--- config.mk ---
export PLATFORM = sky130hd
export DESIGN_NAME = pid_motor_drive
export DESIGN_NICKNAME = d
export VERILOG_FILES = /design/src/sv/pmd_pkg.sv /design/src/sv/pid_motor_drive.sv /design/src/sv/pmd_mul.sv /design/src/sv/pmd_seq.sv /design/src/sv/pmd_dp.sv
export SDC_FILE = /design/constraint.sdc
export NUM_CORES = 2
export LEC_CHECK = 0
export BUFFER_PORTS_ARGS = -buffer_cell sky130_fd_sc_hd__buf_2
export CORE_MARGIN = 3
export CORE_UTILIZATION = 60
export DETAILED_ROUTE_END_ITERATION = 10
export PLACE_DENSITY = 0.76
export SYNTH_ARGS = -nofsm -noshare
export SYNTH_HDL_FRONTEND = slang
export SYNTH_SLANG_ARGS = --single-unit
--- constraint.sdc ---
create_clock -name clk -period 20.2 [get_ports clk]
set_input_delay 6.06 -clock clk [delete_from_list [all_inputs] [get_ports clk]]
set_output_delay 6.06 -clock clk [all_outputs]
set_load 0.05 [all_outputs]
--- src/sv/pmd_pkg.sv ---
// ----------------------------------------------------------------------------
// pmd_pkg: shared types, constants and microprogram for the PID motor drive
// Widths of the fixed-point datapath, register indexes, control word layout
// and the step table that the sequencer runs.
// ----------------------------------------------------------------------------
package pmd_pkg;

  // datapath widths
  localparam int ERR_W     = 17;  // reference - measured
  localparam int DIFF_W    = 18;  // error - last error
  localparam int INT_W     = 40;  // integral, Q23.16
  localparam int INT_SPLIT = 24;  // integral split for the two Ki products
  localparam int DERIV_W   = 34;  // (error delta) * rate
  localparam int MA_W      = 35;  // multiplier operand A, signed
  localparam int MB_W      = 17;  // multiplier operand B, signed (gain zero-extended)
  localparam int PROD_W    = 52;
  localparam int TD_W      = 46;  // clamped D term, Q.8
  localparam int ACC_W     = 64;  // term sum, Q.24
  localparam int FRAC_SH   = 24;
  localparam int MAG_W     = ACC_W - FRAC_SH;
  localparam int MAG_S_W   = 7;   // magnitude that can still fit below the clamp
  localparam int SCALE_W   = 25;
  localparam int STEP_W    = 4;

  // configuration port
  localparam int CFG_AW = 3;
  localparam int CFG_DW = 16;

  localparam logic [CFG_AW-1:0] REG_GAIN_P   = 3'd0;
  localparam logic [CFG_AW-1:0] REG_GAIN_I   = 3'd1;
  localparam logic [CFG_AW-1:0] REG_GAIN_D   = 3'd2;
  localparam logic [CFG_AW-1:0] REG_PERIOD   = 3'd3;
  localparam logic [CFG_AW-1:0] REG_RATE     = 3'd4;
  localparam logic [CFG_AW-1:0] REG_OFFSET   = 3'd5;

  localparam logic [15:0] RST_GAIN_P = 16'd128;
  localparam logic [15:0] RST_GAIN_I = 16'd205;
  localparam logic [15:0] RST_GAIN_D = 16'd15;
  localparam logic [15:0] RST_PERIOD = 16'd655;
  localparam logic [15:0] RST_RATE   = 16'd100;
  localparam logic [7:0]  RST_OFFSET = 8'd25;

  // D term limit, 2^44 in Q.8
  localparam longint TD_LIM = 64'sd17592186044416;
  // |u| above this always clamps the speed
  localparam logic [MAG_W-1:0] MAG_LIM = 40'd100;
  // 255/100 in Q.16, rounded up; exact floor for |u| <= 100
  localparam logic [SCALE_W-1:0] SCALE_K = 25'd167117;
  localparam logic [7:0] SPEED_MAX = 8'd255;

  typedef struct packed {
    logic [15:0] gain_p;
    logic [15:0] gain_i;
    logic [15:0] gain_d;
    logic [15:0] period;
    logic [15:0] rate;
    logic [7:0]  offset;
  } cfg_t;

  // operand A select
  localparam logic [2:0] MA_ERR    = 3'd0;
  localparam logic [2:0] MA_DIFF   = 3'd1;
  localparam logic [2:0] MA_DERIV  = 3'd2;
  localparam logic [2:0] MA_INT_LO = 3'd3;
  localparam logic [2:0] MA_INT_HI = 3'd4;

  // operand B select
  localparam logic [2:0] MB_PERIOD = 3'd0;
  localparam logic [2:0] MB_RATE   = 3'd1;
  localparam logic [2:0] MB_KP     = 3'd2;
  localparam logic [2:0] MB_KD     = 3'd3;
  localparam logic [2:0] MB_KI     = 3'd4;

  // accumulator ops
  localparam logic [2:0] ACC_HOLD   = 3'd0;
  localparam logic [2:0] ACC_LOAD_P = 3'd1;  // acc = prod << 16
  localparam logic [2:0] ACC_ADD_D  = 3'd2;  // acc += clamp(prod) << 16
  localparam logic [2:0] ACC_ADD_LO = 3'd3;  // acc += prod
  localparam logic [2:0] ACC_ADD_HI = 3'd4;  // acc += prod << 24

  // integral ops
  localparam logic [1:0] INT_HOLD     = 2'd0;
  localparam logic [1:0] INT_ADD_PROD = 2'd1;
  localparam logic [1:0] INT_WINDUP   = 2'd2;  // only when the speed clamps

  // jump conditions
  localparam logic [1:0] JC_NONE     = 2'd0;
  localparam logic [1:0] JC_NO_IN    = 2'd1;
  localparam logic [1:0] JC_OUT_BUSY = 2'd2;

  // step addresses
  localparam logic [STEP_W-1:0] ST_IDLE    = 4'd0;
  localparam logic [STEP_W-1:0] ST_INT_MUL = 4'd1;
  localparam logic [STEP_W-1:0] ST_INT_ACC = 4'd2;
  localparam logic [STEP_W-1:0] ST_P_MUL   = 4'd3;
  localparam logic [STEP_W-1:0] ST_D_MUL   = 4'd4;
  localparam logic [STEP_W-1:0] ST_LO_MUL  = 4'd5;
  localparam logic [STEP_W-1:0] ST_HI_MUL  = 4'd6;
  localparam logic [STEP_W-1:0] ST_HI_ADD  = 4'd7;
  localparam logic [STEP_W-1:0] ST_MAG     = 4'd8;
  localparam logic [STEP_W-1:0] ST_EMIT    = 4'd9;

  typedef struct packed {
    logic [1:0]        jc;
    logic [STEP_W-1:0] jt;
    logic              wrap;
    logic              take_in;
    logic [2:0]        ma;
    logic [2:0]        mb;
    logic [2:0]        acc_op;
    logic [1:0]        int_op;
    logic              deriv_ld;
    logic              last_ld;
    logic              mag_ld;
    logic              out_ld;
  } ctrl_t;

  // microprogram ROM
  function automatic ctrl_t ucode(input logic [STEP_W-1:0] step);
    ctrl_t w;
    w = '0;
    unique case (step)
      ST_IDLE: begin
        w.jc      = JC_NO_IN;
        w.jt      = ST_IDLE;
        w.take_in = 1'b1;
      end
      ST_INT_MUL: begin
        w.ma = MA_ERR;
        w.mb = MB_PERIOD;
      end
      ST_INT_ACC: begin
        w.int_op  = INT_ADD_PROD;
        w.ma      = MA_DIFF;
        w.mb      = MB_RATE;
        w.last_ld = 1'b1;
      end
      ST_P_MUL: begin
        w.deriv_ld = 1'b1;
        w.ma       = MA_ERR;
        w.mb       = MB_KP;
      end
      ST_D_MUL: begin
        w.acc_op = ACC_LOAD_P;
        w.ma     = MA_DERIV;
        w.mb     = MB_KD;
      end
      ST_LO_MUL: begin
        w.acc_op = ACC_ADD_D;
        w.ma     = MA_INT_LO;
        w.mb     = MB_KI;
      end
      ST_HI_MUL: begin
        w.acc_op = ACC_ADD_LO;
        w.ma     = MA_INT_HI;
        w.mb     = MB_KI;
      end
      ST_HI_ADD: begin
        w.acc_op = ACC_ADD_HI;
      end
      ST_MAG: begin
        w.mag_ld = 1'b1;
      end
      ST_EMIT: begin
        w.jc     = JC_OUT_BUSY;
        w.jt     = ST_EMIT;
        w.wrap   = 1'b1;
        w.out_ld = 1'b1;
        w.int_op = INT_WINDUP;
      end
      default: begin
        w.wrap = 1'b1;
      end
    endcase
    return w;
  endfunction

endpackage

--- src/sv/pid_motor_drive.sv ---
// ----------------------------------------------------------------------------
// pid_motor_drive: fixed-point PID position controller for a DC motor drive
// One item in (target and measured position), one drive command out
// (direction and speed byte), with integral anti-windup on speed clamp.
// ----------------------------------------------------------------------------
//
// Usage:
//   s_axis carries one item per control tick: target position in
//   tdata[15:0], measured position in tdata[31:16], both signed.
//   m_axis returns one item per input item: direction in tdata[0],
//   speed in tdata[8:1].
//   Gains, sample period/rate and drive offset are written through
//   cfg_we/cfg_addr/cfg_wdata while the block is idle.
// Timing:
//   A microcoded sequencer runs a ten-step program around one shared
//   35x17 multiplier, which does all six products in turn. The result is
//   registered in the output step; a new item is taken only after the
//   program wraps back to idle. Steps: the idle step that takes the item,
//   six multiply steps, the last add, magnitude and output.
// Reset:
//   rst clears the integral, last error and output valid, and loads the
//   default register values. No clearing pass is needed.
// Stall:
//   The output register holds a finished item; the next input item is
//   accepted and worked on meanwhile, and the program waits at its last
//   step only if the earlier item has still not been taken.
//
module pid_motor_drive
  import pmd_pkg::*;
(
  input  logic              clk,
  input  logic              rst,
  // input item
  input  logic              s_axis_tvalid,
  output logic              s_axis_tready,
  input  logic [31:0]       s_axis_tdata,   // [15:0] target_pos, [31:16] measured_position
  // result item
  output logic              m_axis_tvalid,
  input  logic              m_axis_tready,
  output logic [15:0]       m_axis_tdata,   // [0] direction, [8:1] speed, [15:9] zero
  // configuration writes
  input  logic              cfg_we,
  input  logic [CFG_AW-1:0] cfg_addr,
  input  logic [CFG_DW-1:0] cfg_wdata
);

  cfg_t       cfg;
  ctrl_t      ctrl;
  logic       go;
  logic       out_busy;
  logic       out_load;
  logic       direction;
  logic [7:0] speed;

  // config register file
  always_ff @(posedge clk) begin
    if (rst) begin
      cfg.gain_p <= RST_GAIN_P;
      cfg.gain_i <= RST_GAIN_I;
      cfg.gain_d <= RST_GAIN_D;
      cfg.period <= RST_PERIOD;
      cfg.rate   <= RST_RATE;
      cfg.offset <= RST_OFFSET;
    end else if (cfg_we) begin
      case (cfg_addr)
        REG_GAIN_P: cfg.gain_p <= cfg_wdata;
        REG_GAIN_I: cfg.gain_i <= cfg_wdata;
        REG_GAIN_D: cfg.gain_d <= cfg_wdata;
        REG_PERIOD: cfg.period <= cfg_wdata;
        REG_RATE:   cfg.rate   <= cfg_wdata;
        REG_OFFSET: cfg.offset <= cfg_wdata[7:0];
        default: ;  // unmapped index: ignored
      endcase
    end
  end

  // output register still holding an item nobody has taken
  assign out_busy = m_axis_tvalid && !m_axis_tready;

  pmd_seq u_seq (
    .clk      (clk),
    .rst      (rst),
    .in_valid (s_axis_tvalid),
    .out_busy (out_busy),
    .ctrl     (ctrl),
    .go       (go)
  );

  assign s_axis_tready = ctrl.take_in;
  assign out_load      = go && ctrl.out_ld;

  pmd_dp u_dp (
    .clk       (clk),
    .rst       (rst),
    .cfg       (cfg),
    .ctrl      (ctrl),
    .go        (go),
    .ref_pos   (s_axis_tdata[15:0]),
    .meas_pos  (s_axis_tdata[31:16]),
    .direction (direction),
    .speed     (speed)
  );

  always_ff @(posedge clk) begin
    if (rst) begin
      m_axis_tvalid <= 1'b0;
    end else if (out_load) begin
      m_axis_tvalid <= 1'b1;
    end else if (m_axis_tready) begin
      m_axis_tvalid <= 1'b0;
    end
  end

  assign m_axis_tdata = {7'b0, speed, direction};

  // the sequencer leaves its idle step right after taking an item
  a_busy_after_accept: assert property (@(posedge clk) disable iff (rst)
    s_axis_tvalid && s_axis_tready |=> !s_axis_tready)
    else $error("input ready held after an item was accepted");

  // a result is never written over one still waiting
  a_no_overwrite: assert property (@(posedge clk) disable iff (rst)
    out_load |-> !(m_axis_tvalid && !m_axis_tready))
    else $error("output register loaded while still occupied");

  // a new result only comes out of the final program step
  a_result_from_program: assert property (@(posedge clk) disable iff (rst)
    $rose(m_axis_tvalid) |-> $past(!s_axis_tready))
    else $error("output valid rose outside the program");

endmodule

--- src/sv/pmd_mul.sv ---
// ----------------------------------------------------------------------------
// pmd_mul: shared signed multiplier with registered product
// One 35 x 17 signed product per cycle, registered and available in the next cycle.
// ----------------------------------------------------------------------------
module pmd_mul
  import pmd_pkg::*;
(
  input  logic                     clk,
  input  logic signed [MA_W-1:0]   a,
  input  logic signed [MB_W-1:0]   b,
  output logic signed [PROD_W-1:0] p
);

  logic signed [PROD_W-1:0] a_ext;
  logic signed [PROD_W-1:0] b_ext;

  assign a_ext = {{(PROD_W-MA_W){a[MA_W-1]}}, a};
  assign b_ext = {{(PROD_W-MB_W){b[MB_W-1]}}, b};

  always_ff @(posedge clk) begin
    p <= a_ext * b_ext;
  end

endmodule

--- src/sv/pmd_seq.sv ---
// ----------------------------------------------------------------------------
// pmd_seq: microprogram sequencer
// Step counter over the control ROM, with hold-in-place jumps while waiting
// for an input item or for the output register to drain.
// ----------------------------------------------------------------------------
module pmd_seq
  import pmd_pkg::*;
(
  input  logic  clk,
  input  logic  rst,
  input  logic  in_valid,
  input  logic  out_busy,
  output ctrl_t ctrl,
  output logic  go
);

  logic [STEP_W-1:0] step;
  logic [STEP_W-1:0] step_next;
  logic              jump;

  assign ctrl = ucode(step);

  always_comb begin
    case (ctrl.jc)
      JC_NO_IN:    jump = !in_valid;
      JC_OUT_BUSY: jump = out_busy;
      default:     jump = 1'b0;
    endcase
  end

  // a taken jump means the step waits; its actions are suppressed
  assign go = !jump;

  always_comb begin
    if (jump) begin
      step_next = ctrl.jt;
    end else if (ctrl.wrap) begin
      step_next = ST_IDLE;
    end else begin
      step_next = step + 1'b1;
    end
  end

  always_ff @(posedge clk) begin
    if (rst) begin
      step <= ST_IDLE;
    end else begin
      step <= step_next;
    end
  end

endmodule

--- src/sv/pmd_dp.sv ---
// ----------------------------------------------------------------------------
// pmd_dp: PID datapath
// Error, integral, derivative and term accumulator around one shared
// multiplier; speed scaling, offset, clamp and anti-windup at the end.
// ----------------------------------------------------------------------------
module pmd_dp
  import pmd_pkg::*;
(
  input  logic               clk,
  input  logic               rst,
  input  cfg_t               cfg,
  input  ctrl_t              ctrl,
  input  logic               go,
  input  logic signed [15:0] ref_pos,
  input  logic signed [15:0] meas_pos,
  output logic               direction,
  output logic [7:0]         speed
);

  logic signed [ERR_W-1:0]   err;
  logic signed [ERR_W-1:0]   last_err;
  logic signed [DIFF_W-1:0]  diff;
  logic signed [INT_W-1:0]   integ;
  logic signed [INT_W:0]     int_add;
  logic signed [INT_W:0]     int_sum;
  logic signed [INT_W-1:0]   int_sat;
  logic                      int_upd;
  logic signed [DERIV_W-1:0] deriv;
  logic signed [MA_W-1:0]    mul_a;
  logic signed [MB_W-1:0]    mul_b;
  logic signed [PROD_W-1:0]  prod;
  logic [ACC_W-1:0]          p_ext;
  logic signed [TD_W-1:0]    td;
  logic [ACC_W-1:0]          acc;
  logic [ACC_W-1:0]          acc_next;
  logic [ACC_W-1:0]          acc_abs;
  logic [MAG_W-1:0]          mag_hi;
  logic                      mag_ovf;
  logic [MAG_S_W-1:0]        mag_s;
  logic                      dir_r;
  logic [SCALE_W-1:0]        scaled;
  logic [8:0]                speed_sum;
  logic                      clamp;

  assign diff = {err[ERR_W-1], err} - {last_err[ERR_W-1], last_err};

  // operand select
  always_comb begin
    case (ctrl.ma)
      MA_ERR:    mul_a = {{(MA_W-ERR_W){err[ERR_W-1]}}, err};
      MA_DIFF:   mul_a = {{(MA_W-DIFF_W){diff[DIFF_W-1]}}, diff};
      MA_DERIV:  mul_a = {{(MA_W-DERIV_W){deriv[DERIV_W-1]}}, deriv};
      MA_INT_LO: mul_a = {{(MA_W-INT_SPLIT){1'b0}}, integ[INT_SPLIT-1:0]};
      MA_INT_HI: mul_a = {{(MA_W-INT_W+INT_SPLIT){integ[INT_W-1]}},
                          integ[INT_W-1:INT_SPLIT]};
      default:   mul_a = '0;
    endcase
  end

  always_comb begin
    case (ctrl.mb)
      MB_PERIOD: mul_b = {1'b0, cfg.period};
      MB_RATE:   mul_b = {1'b0, cfg.rate};
      MB_KP:     mul_b = {1'b0, cfg.gain_p};
      MB_KD:     mul_b = {1'b0, cfg.gain_d};
      MB_KI:     mul_b = {1'b0, cfg.gain_i};
      default:   mul_b = '0;
    endcase
  end

  pmd_mul u_mul (
    .clk (clk),
    .a   (mul_a),
    .b   (mul_b),
    .p   (prod)
  );

  // integral: add err*period, or take err<<16 back out on clamp; saturate
  always_comb begin
    if (ctrl.int_op == INT_WINDUP) begin
      int_add = -{{(INT_W+1-ERR_W-16){err[ERR_W-1]}}, err, 16'b0};
    end else begin
      int_add = {{(INT_W+1-DERIV_W){prod[DERIV_W-1]}}, prod[DERIV_W-1:0]};
    end
    int_sum = {integ[INT_W-1], integ} + int_add;
    if (int_sum[INT_W] != int_sum[INT_W-1]) begin
      int_sat = {int_sum[INT_W], {(INT_W-1){!int_sum[INT_W]}}};
    end else begin
      int_sat = int_sum[INT_W-1:0];
    end
  end

  assign int_upd = go && ((ctrl.int_op == INT_ADD_PROD) ||
                          ((ctrl.int_op == INT_WINDUP) && clamp));

  // D term limit
  always_comb begin
    if (prod > TD_LIM) begin
      td = TD_W'(TD_LIM);
    end else if (prod < -TD_LIM) begin
      td = TD_W'(-TD_LIM);
    end else begin
      td = prod[TD_W-1:0];
    end
  end

  assign p_ext = {{(ACC_W-PROD_W){prod[PROD_W-1]}}, prod};

  always_comb begin
    case (ctrl.acc_op)
      ACC_LOAD_P: acc_next = {p_ext[ACC_W-17:0], 16'b0};
      ACC_ADD_D:  acc_next = acc + {{(ACC_W-TD_W-16){td[TD_W-1]}}, td, 16'b0};
      ACC_ADD_LO: acc_next = acc + p_ext;
      ACC_ADD_HI: acc_next = acc + {p_ext[ACC_W-FRAC_SH-1:0], {FRAC_SH{1'b0}}};
      default:    acc_next = acc;
    endcase
  end

  // |u| = floor(|sum| / 2^24), i.e. truncation toward zero
  assign acc_abs = acc[ACC_W-1] ? -acc : acc;
  assign mag_hi  = acc_abs[ACC_W-1:FRAC_SH];

  // speed = floor(|u|*255/100) + offset, only meaningful for |u| <= 100
  assign scaled    = {{(SCALE_W-MAG_S_W){1'b0}}, mag_s} * SCALE_K;
  assign speed_sum = {1'b0, scaled[23:16]} + {1'b0, cfg.offset};
  assign clamp     = mag_ovf || speed_sum[8];

  always_ff @(posedge clk) begin
    if (rst) begin
      integ    <= '0;
      last_err <= '0;
    end else begin
      if (int_upd) begin
        integ <= int_sat;
      end
      if (go && ctrl.last_ld) begin
        last_err <= err;
      end
    end
  end

  always_ff @(posedge clk) begin
    if (go && ctrl.take_in) begin
      err <= {ref_pos[15], ref_pos} - {meas_pos[15], meas_pos};
    end
    if (go && ctrl.deriv_ld) begin
      deriv <= prod[DERIV_W-1:0];
    end
    if (go) begin
      acc <= acc_next;
    end
    if (go && ctrl.mag_ld) begin
      mag_ovf <= mag_hi > MAG_LIM;
      mag_s   <= mag_hi[MAG_S_W-1:0];
      dir_r   <= !acc[ACC_W-1] && (mag_hi != '0);
    end
    if (go && ctrl.out_ld) begin
      direction <= dir_r;
      speed     <= clamp ? SPEED_MAX : speed_sum[7:0];
    end
  end

endmodule

==> Word level (Yosys, flattened, before mapping) <==
Cells that the tools add are included.
{ "op_classes": {"n_eq_ne": 31, "muxes": 22, "addsub": 10, "bitwise": 1, "n_reduce_logical": 31, "mul": 2, "order_cmp": 3} }
{ "ops": {"columns": ["operator", "n"], "rows": [
  ["case mux 64 bit (4 select lines)", 1],
  ["adder 64 bit", 3],
  ["case mux 35 bit (5 select lines)", 1],
  ["two-way mux 46 bit", 2],
  ["case mux 16 bit (5 select lines)", 1],
  ["two-way mux 64 bit", 1],
  ["negation 64 bit", 1],
  ["greater-than comparator 52 x 46 -> 1 bit (second input constant)", 1],
  ["< comparator 52 x 45 -> 1 bit (second input constant)", 1],
  ["multiplier 35 x 17 -> 52 bit", 1],
  ["adder 41 bit", 1],
  ["two-way mux 41 bit", 1],
  ["negation 41 bit", 1],
  ["greater-than comparator 40 x 7 -> 1 bit (second input constant)", 1],
  ["two-way mux 40 bit", 1],
  ["nonzero test 40 bit", 1],
  ["case mux 6 bit (5 select lines)", 1],
  ["equality test 3 x 2 -> 1 bit (second input constant)", 8],
  ["multiplier 7 x 18 -> 24 bit (second input constant)", 1],
  ["subtractor 17 x 17 -> 18 bit", 1],
  ["subtractor 16 x 16 -> 17 bit", 1],
  ["equality test 4 x 3 -> 1 bit (second input constant)", 4],
  ["equality test 3 bit (second input constant)", 5],
  ["AND reduction 2 bit", 7],
  ["24 further kinds", 53]
]} }
{ "totals": {"word_cells": 119, "regBits": 335} }

==> Longest topological paths before layout <==
{ "depth": {"depth_word": 7, "ltp_mapped": 40} }

==> By module <==
A second synthesis with hierarchy kept.
{ "unflattened": {"hier_cells": 5901, "hier_area_um2": 50189.4} }
{ "by_module_without_submodules": {"columns": ["mod", "n_inst", "area_each_um2", "cells_each"], "rows": [
  ["pmd_dp", 1, 24671.2, 3137],
  ["pmd_mul", 1, 21415.5, 2361],
  ["pid_motor_drive", 1, 3603.5, 336],
  ["pmd_seq", 1, 499.2, 67]
]} }

==> Least setup slack after synthesis <==
OpenSTA, ideal clock, no wires.
{ "synth_timing": {"path_type": "input to register", "from": "input port m_axis_tready", "to": "register u_dp.acc[24] (enable)", "setup_time_ps": 493, "path_buffers": 1, "path_slack_ps": 10436, "t_arrival_ps": 9271, "cell_stages": 4, "required_time_ps": 19707, "path_cell_list": "nand3b_1 > a21oi_1 > clkbuf_1 > o21ai_0"} }
{ "synth_between": {"elab_chain_cells": 5} }
{ "synth_rtl": {"columns": ["item", "line", "rtl"], "rows": [
  ["start: declaration", "pid_motor_drive.sv:39", "input logic m_axis_tready,"],
  ["zero test 1 bit", "pid_motor_drive.sv:78", "assign out_busy = m_axis_tvalid && !m_axis_tready;"],
  ["logical AND 1 bit", "pid_motor_drive.sv:78", null],
  ["case mux 1 bit (2 select lines)", "pmd_seq.sv:24", "case (ctrl.jc)"],
  ["inverter 1 bit (no source line)", null, null],
  ["AND reduction 2 bit (no source line)", null, null],
  ["end signal: assignment", "pmd_dp.sv:150", "acc <= acc_next;"],
  ["end: declaration", "pmd_dp.sv:34", "logic [ACC_W-1:0] acc;"]
]} }
No other way between the ends.
A chain may end at the register's enable or synchronous reset.

==> Worst setup path after layout <==
{ "layout_timing": {"from": "register u_dp.err[0]", "to": "register u_dp.u_mul.p[46]"} }
{ "layout_between": {"elab_chain_cells": 3} }
{ "layout_rtl": {"columns": ["item", "line", "rtl"], "rows": [
  ["start: declaration", "pmd_dp.sv:20", "logic signed [ERR_W-1:0] err;"],
  ["start signal: assignment", "pmd_dp.sv:144", "err <= {ref_pos[15], ref_pos} - {meas_pos[15], meas_pos};"],
  ["subtractor 17 x 17 -> 18 bit", "pmd_dp.sv:45", "assign diff = {err[ERR_W-1], err} - {last_err[ERR_W-1], last_err};"],
  ["case mux 35 bit (5 select lines) (*)", "pmd_dp.sv:49", "case (ctrl.ma)"],
  ["multiplier 35 x 17 -> 52 bit (*)", "pmd_mul.sv:21", "p <= a_ext * b_ext;"],
  ["end signal: assignment", "pmd_mul.sv:21", null],
  ["end: declaration", "pmd_mul.sv:11", "output logic signed [PROD_W-1:0] p"]
]} }
Mark *: on every way between the ends. The rest lies on a longest branch, timed or not.

==> metrics.md <==
| Metric | Value |
|---|---|
| Setup TNS | 0 ns |
| Routability Congestion | 0.985 |
| Setup Fix Bufs, Post-CTS | 0 |
| Clk Latency, worst-skew pair | 0.59 ns |
| Worst setup SP type | flip-flop |
| Share of cells above drive strength 1 | 4.74% |
| Reg2reg start | u_dp.err[0]$_DFFE_PP_ |
| Avg Cell Area, Syn | 8.22 um2 |
| Pre-CTS WS | 10.20 ns |
| Post_cts resized | 0 |
| Final Max Tran Viols | 0 |
| DRC viols | 0 |
| Yosys warns | 0 |
| Netlist cell types | 92 |
| Worst-Margin Slew | 1.27 ns |
| Detailed-route wire length per cell | 22.4 um |
| Worst path max stage delay | 0.68 ns |
| Max-Cap Viols | 0 |
| Die span in x | 288 um |
| Clk root buf | clkbuf_16 |
| Die area | 83200 um2 |
| Io pins | 74 |
| CTS hold repair buffers | 0 |
| Drt initial violations | 4543 |
| Most Frequent Cell on Critical Path | fa_1 |
| HP Start | cfg[15]$_SDFFE_PP0P_ |
| Number of synthesized flops with an enable pin | ~130 |
| Critical path peak fanout | 16 |
| # setup viols final | 0 |
| Synth top cells by count | nand2_1 (847), inv_1 (774), fa_1 (540) |
| Vias in the first global route | around 42000 |
| Clock Path Buffers | 3 |
| Post-Synth XOR/XNOR Area | 5.11% |
| Post-Syn Instances | 5822 |
| Via-to-Cell Ratio | around 6.3 |
| FP Rows | 102 |
| Adder-cell share of the synthesized area | 33.6% |
| Routed Antenna Nets | 0 |
| Most common cell in the netlist | nand2_1 |
| Fin crit period | 10.24 ns |
| Crit end category | flip-flop |
| Final instance area | slightly above 50000 um2 |
| Ys flop type | dfxtp_1 |
| First-pass DRT Iterations | 6 |
| CTS tree | yes |
| Outcome | finished, final reports clean |
| RSZ-0062 raised after global routing | false |
| Setup crit start | u_dp.err[0]$_DFFE_PP_ |
| HPWL Detailed | 116 mm |
| Placed Area | 49100 um2 |
| Min-delay worst type | reg2reg |
| Mux cell area share after synthesis | less than 1% |
| Tot GR Track Use | 37.0% |
| Global-route wire length before repair | 239 mm |
| Final period utilization | 50.7% |
| Total global routing overflow | 0 |
| Synth top area share | 22.6% |
| FF+latch count, synth | 335 |
| H-tree depth | 2 |
| Total core area | 78200 um2 |
| Fill cells | 6717 |
| Post-synthesis compound-gate area fraction | 18.2% |
| Post-Route WL | about 150 mm |
| Relative slew slack | 14.5% |
| Sequential fraction of the synthesis area | 16.8% |
| Register clock-pin slew on the reported worst setup and hold paths | 0.07 ns |
| Final-stage net count | 6748 |
| Synth top area cells | fa_1 (23%), ha_1 (11%), dfxtp_1 (8.5%) |
| Worst Clk Skew | roughly 0.019 ns |
| Initial Util | about three fifths |
| Post-synth top area cell | fa_1 |
| Die Span Y | 288 um |
| TritonCTS buffer count | 39 |
| Largest net degree at the start of global routing | slightly below 100 |
| Worst Setup Slack, final | approximately 10 ns |
| CP Class | reg2reg |
| Clock sinks | roughly 340 |
| Cell Area, Synth | 47900 um2 |
| CP max stage cell | a2111oi_1 |
| Max Fclk | 97.6 MHz |
| Area delta synth->final | 5.39% |
| Initial antenna violation count | 5 |
| Port Buf Inserts | between 60 and 70 |
| Main combinational cell family by area after synthesis | adder cells |
| Via count | ~43000 |
| Hold Vio Cnt, Final | 0 |
| Worst EP arrival | around 11 ns |
| Req. time, crit path | 20.68 ns |
| Simple-gate share of the synthesized area | between 15 and 20% |
| Ys async rst share | 0% |
-- layer usage --
metal	part of all wire, %	vias to the layer above	GRT usage [%]
met5	0.025	-	0
met4	6.0	2	18.9
met3	11	517	7.55
met2	44	2280	57.1
met1	39	20600	49.5
li1	-	19400	-
-- layout by cell type, fill, tap and decap left out, drive strengths merged, types with 35 or more instances in the layout --
cell type and instances:
o21a 43, nand4 59, fa 540, clkbuf 56, a222oi 38, a21oi 427, inv 779, ha 419
xnor2 183, or3 37, nand2 848, nand2b 46, a31oi 37, nand3 79, a21o 177, o21ai 248
and2 71, nor2 381, buf 142, nor3 63, dfxtp 202, nor4 35, nor2b 120, a211oi 63
edfxtp 133, o21bai 36, xor2 94
-- critical path: cells and delay by family (launching register included) --
kind                       cells  cell delay (ns)
adders and majority gates      9             4.10
AOI/OAI and AO/OA             13             3.51
and+or+nand+nor                6             1.48
DFF                            1             0.42
buffers and inverters          5             0.35
xor gates and xnor gates       2             0.26
-- flip-flops by register name (all words and copies together), names as in the netlist --
| register | cells |
|---|---|
| u_dp.mag_s | 7 |
| u_dp.direction | 1 |
| u_dp.integ | 40 |
| u_dp.deriv | 34 |
| u_dp.speed | 8 |
| u_seq.step | 4 |
| u_dp.last_err | 17 |
| u_dp.err | 17 |
| u_dp.dir_r | 1 |
| m_axis_tvalid | 1 |
| u_dp.mag_ovf | 1 |
| u_dp.acc | 64 |
| u_dp.u_mul.p | 52 |
| cfg | 88 |
-- through the flow --
stage	util, %	std cells	hold slack, ns
6_report	64.5	6808	0.454
5_1_grt	64.4	6803	0.472
4_1_cts	64.4	6802	0.455
3_5_place_dp	62.8	6732	0.447
3_3_place_gp	62.8	6732	0.441
2_1_floorplan	-	5828	0.400
-- cells by family (layout without fill, tap and decap cells) --
group	after synthesis	after routing
adders and majority gates	962	962
and+or+nand+nor	1842	1842
buffers and inverters	1053	987
DFF	335	335
muxes	10	10
xor gates and xnor gates	277	277
AOI/OAI and AO/OA	1342	1342
other	1	13
-- worst paths after layout --
| kind | to | slack, ns | cells past startpoint |
|---|---|---|---|
| worst max-delay path | u_dp.u_mul.p[46]$_DFF_P_ | 9.96 | 35 |
| worst min-delay path | cfg[15]$_SDFFE_PP0P_ | 0.45 | 2 |
| worst max register to register | u_dp.u_mul.p[46]$_DFF_P_ | 9.96 | 35 |
| worst min register to register | cfg[15]$_SDFFE_PP0P_ | 0.45 | 2 |
-- layout make-up --
type | count | area [um2] | share of cell area [%]
sequential | 335 | 8040 | 15.9
antenna | 6 | 15.0 | 0.0298
clock inverter | 14 | 141 | 0.280
tap | 1040 | 1300 | 2.58
multi-input combinational | 4440 | 36000 | 71.3
clock buffer | 56 | 1140 | 2.27
timing repair buffer | 142 | 903 | 1.79
inverter | 775 | 2910 | 5.77
Power is left out: the tool's default activity adds up to more than one toggle a clock period on the data nets, which glitch-free logic cannot reach.
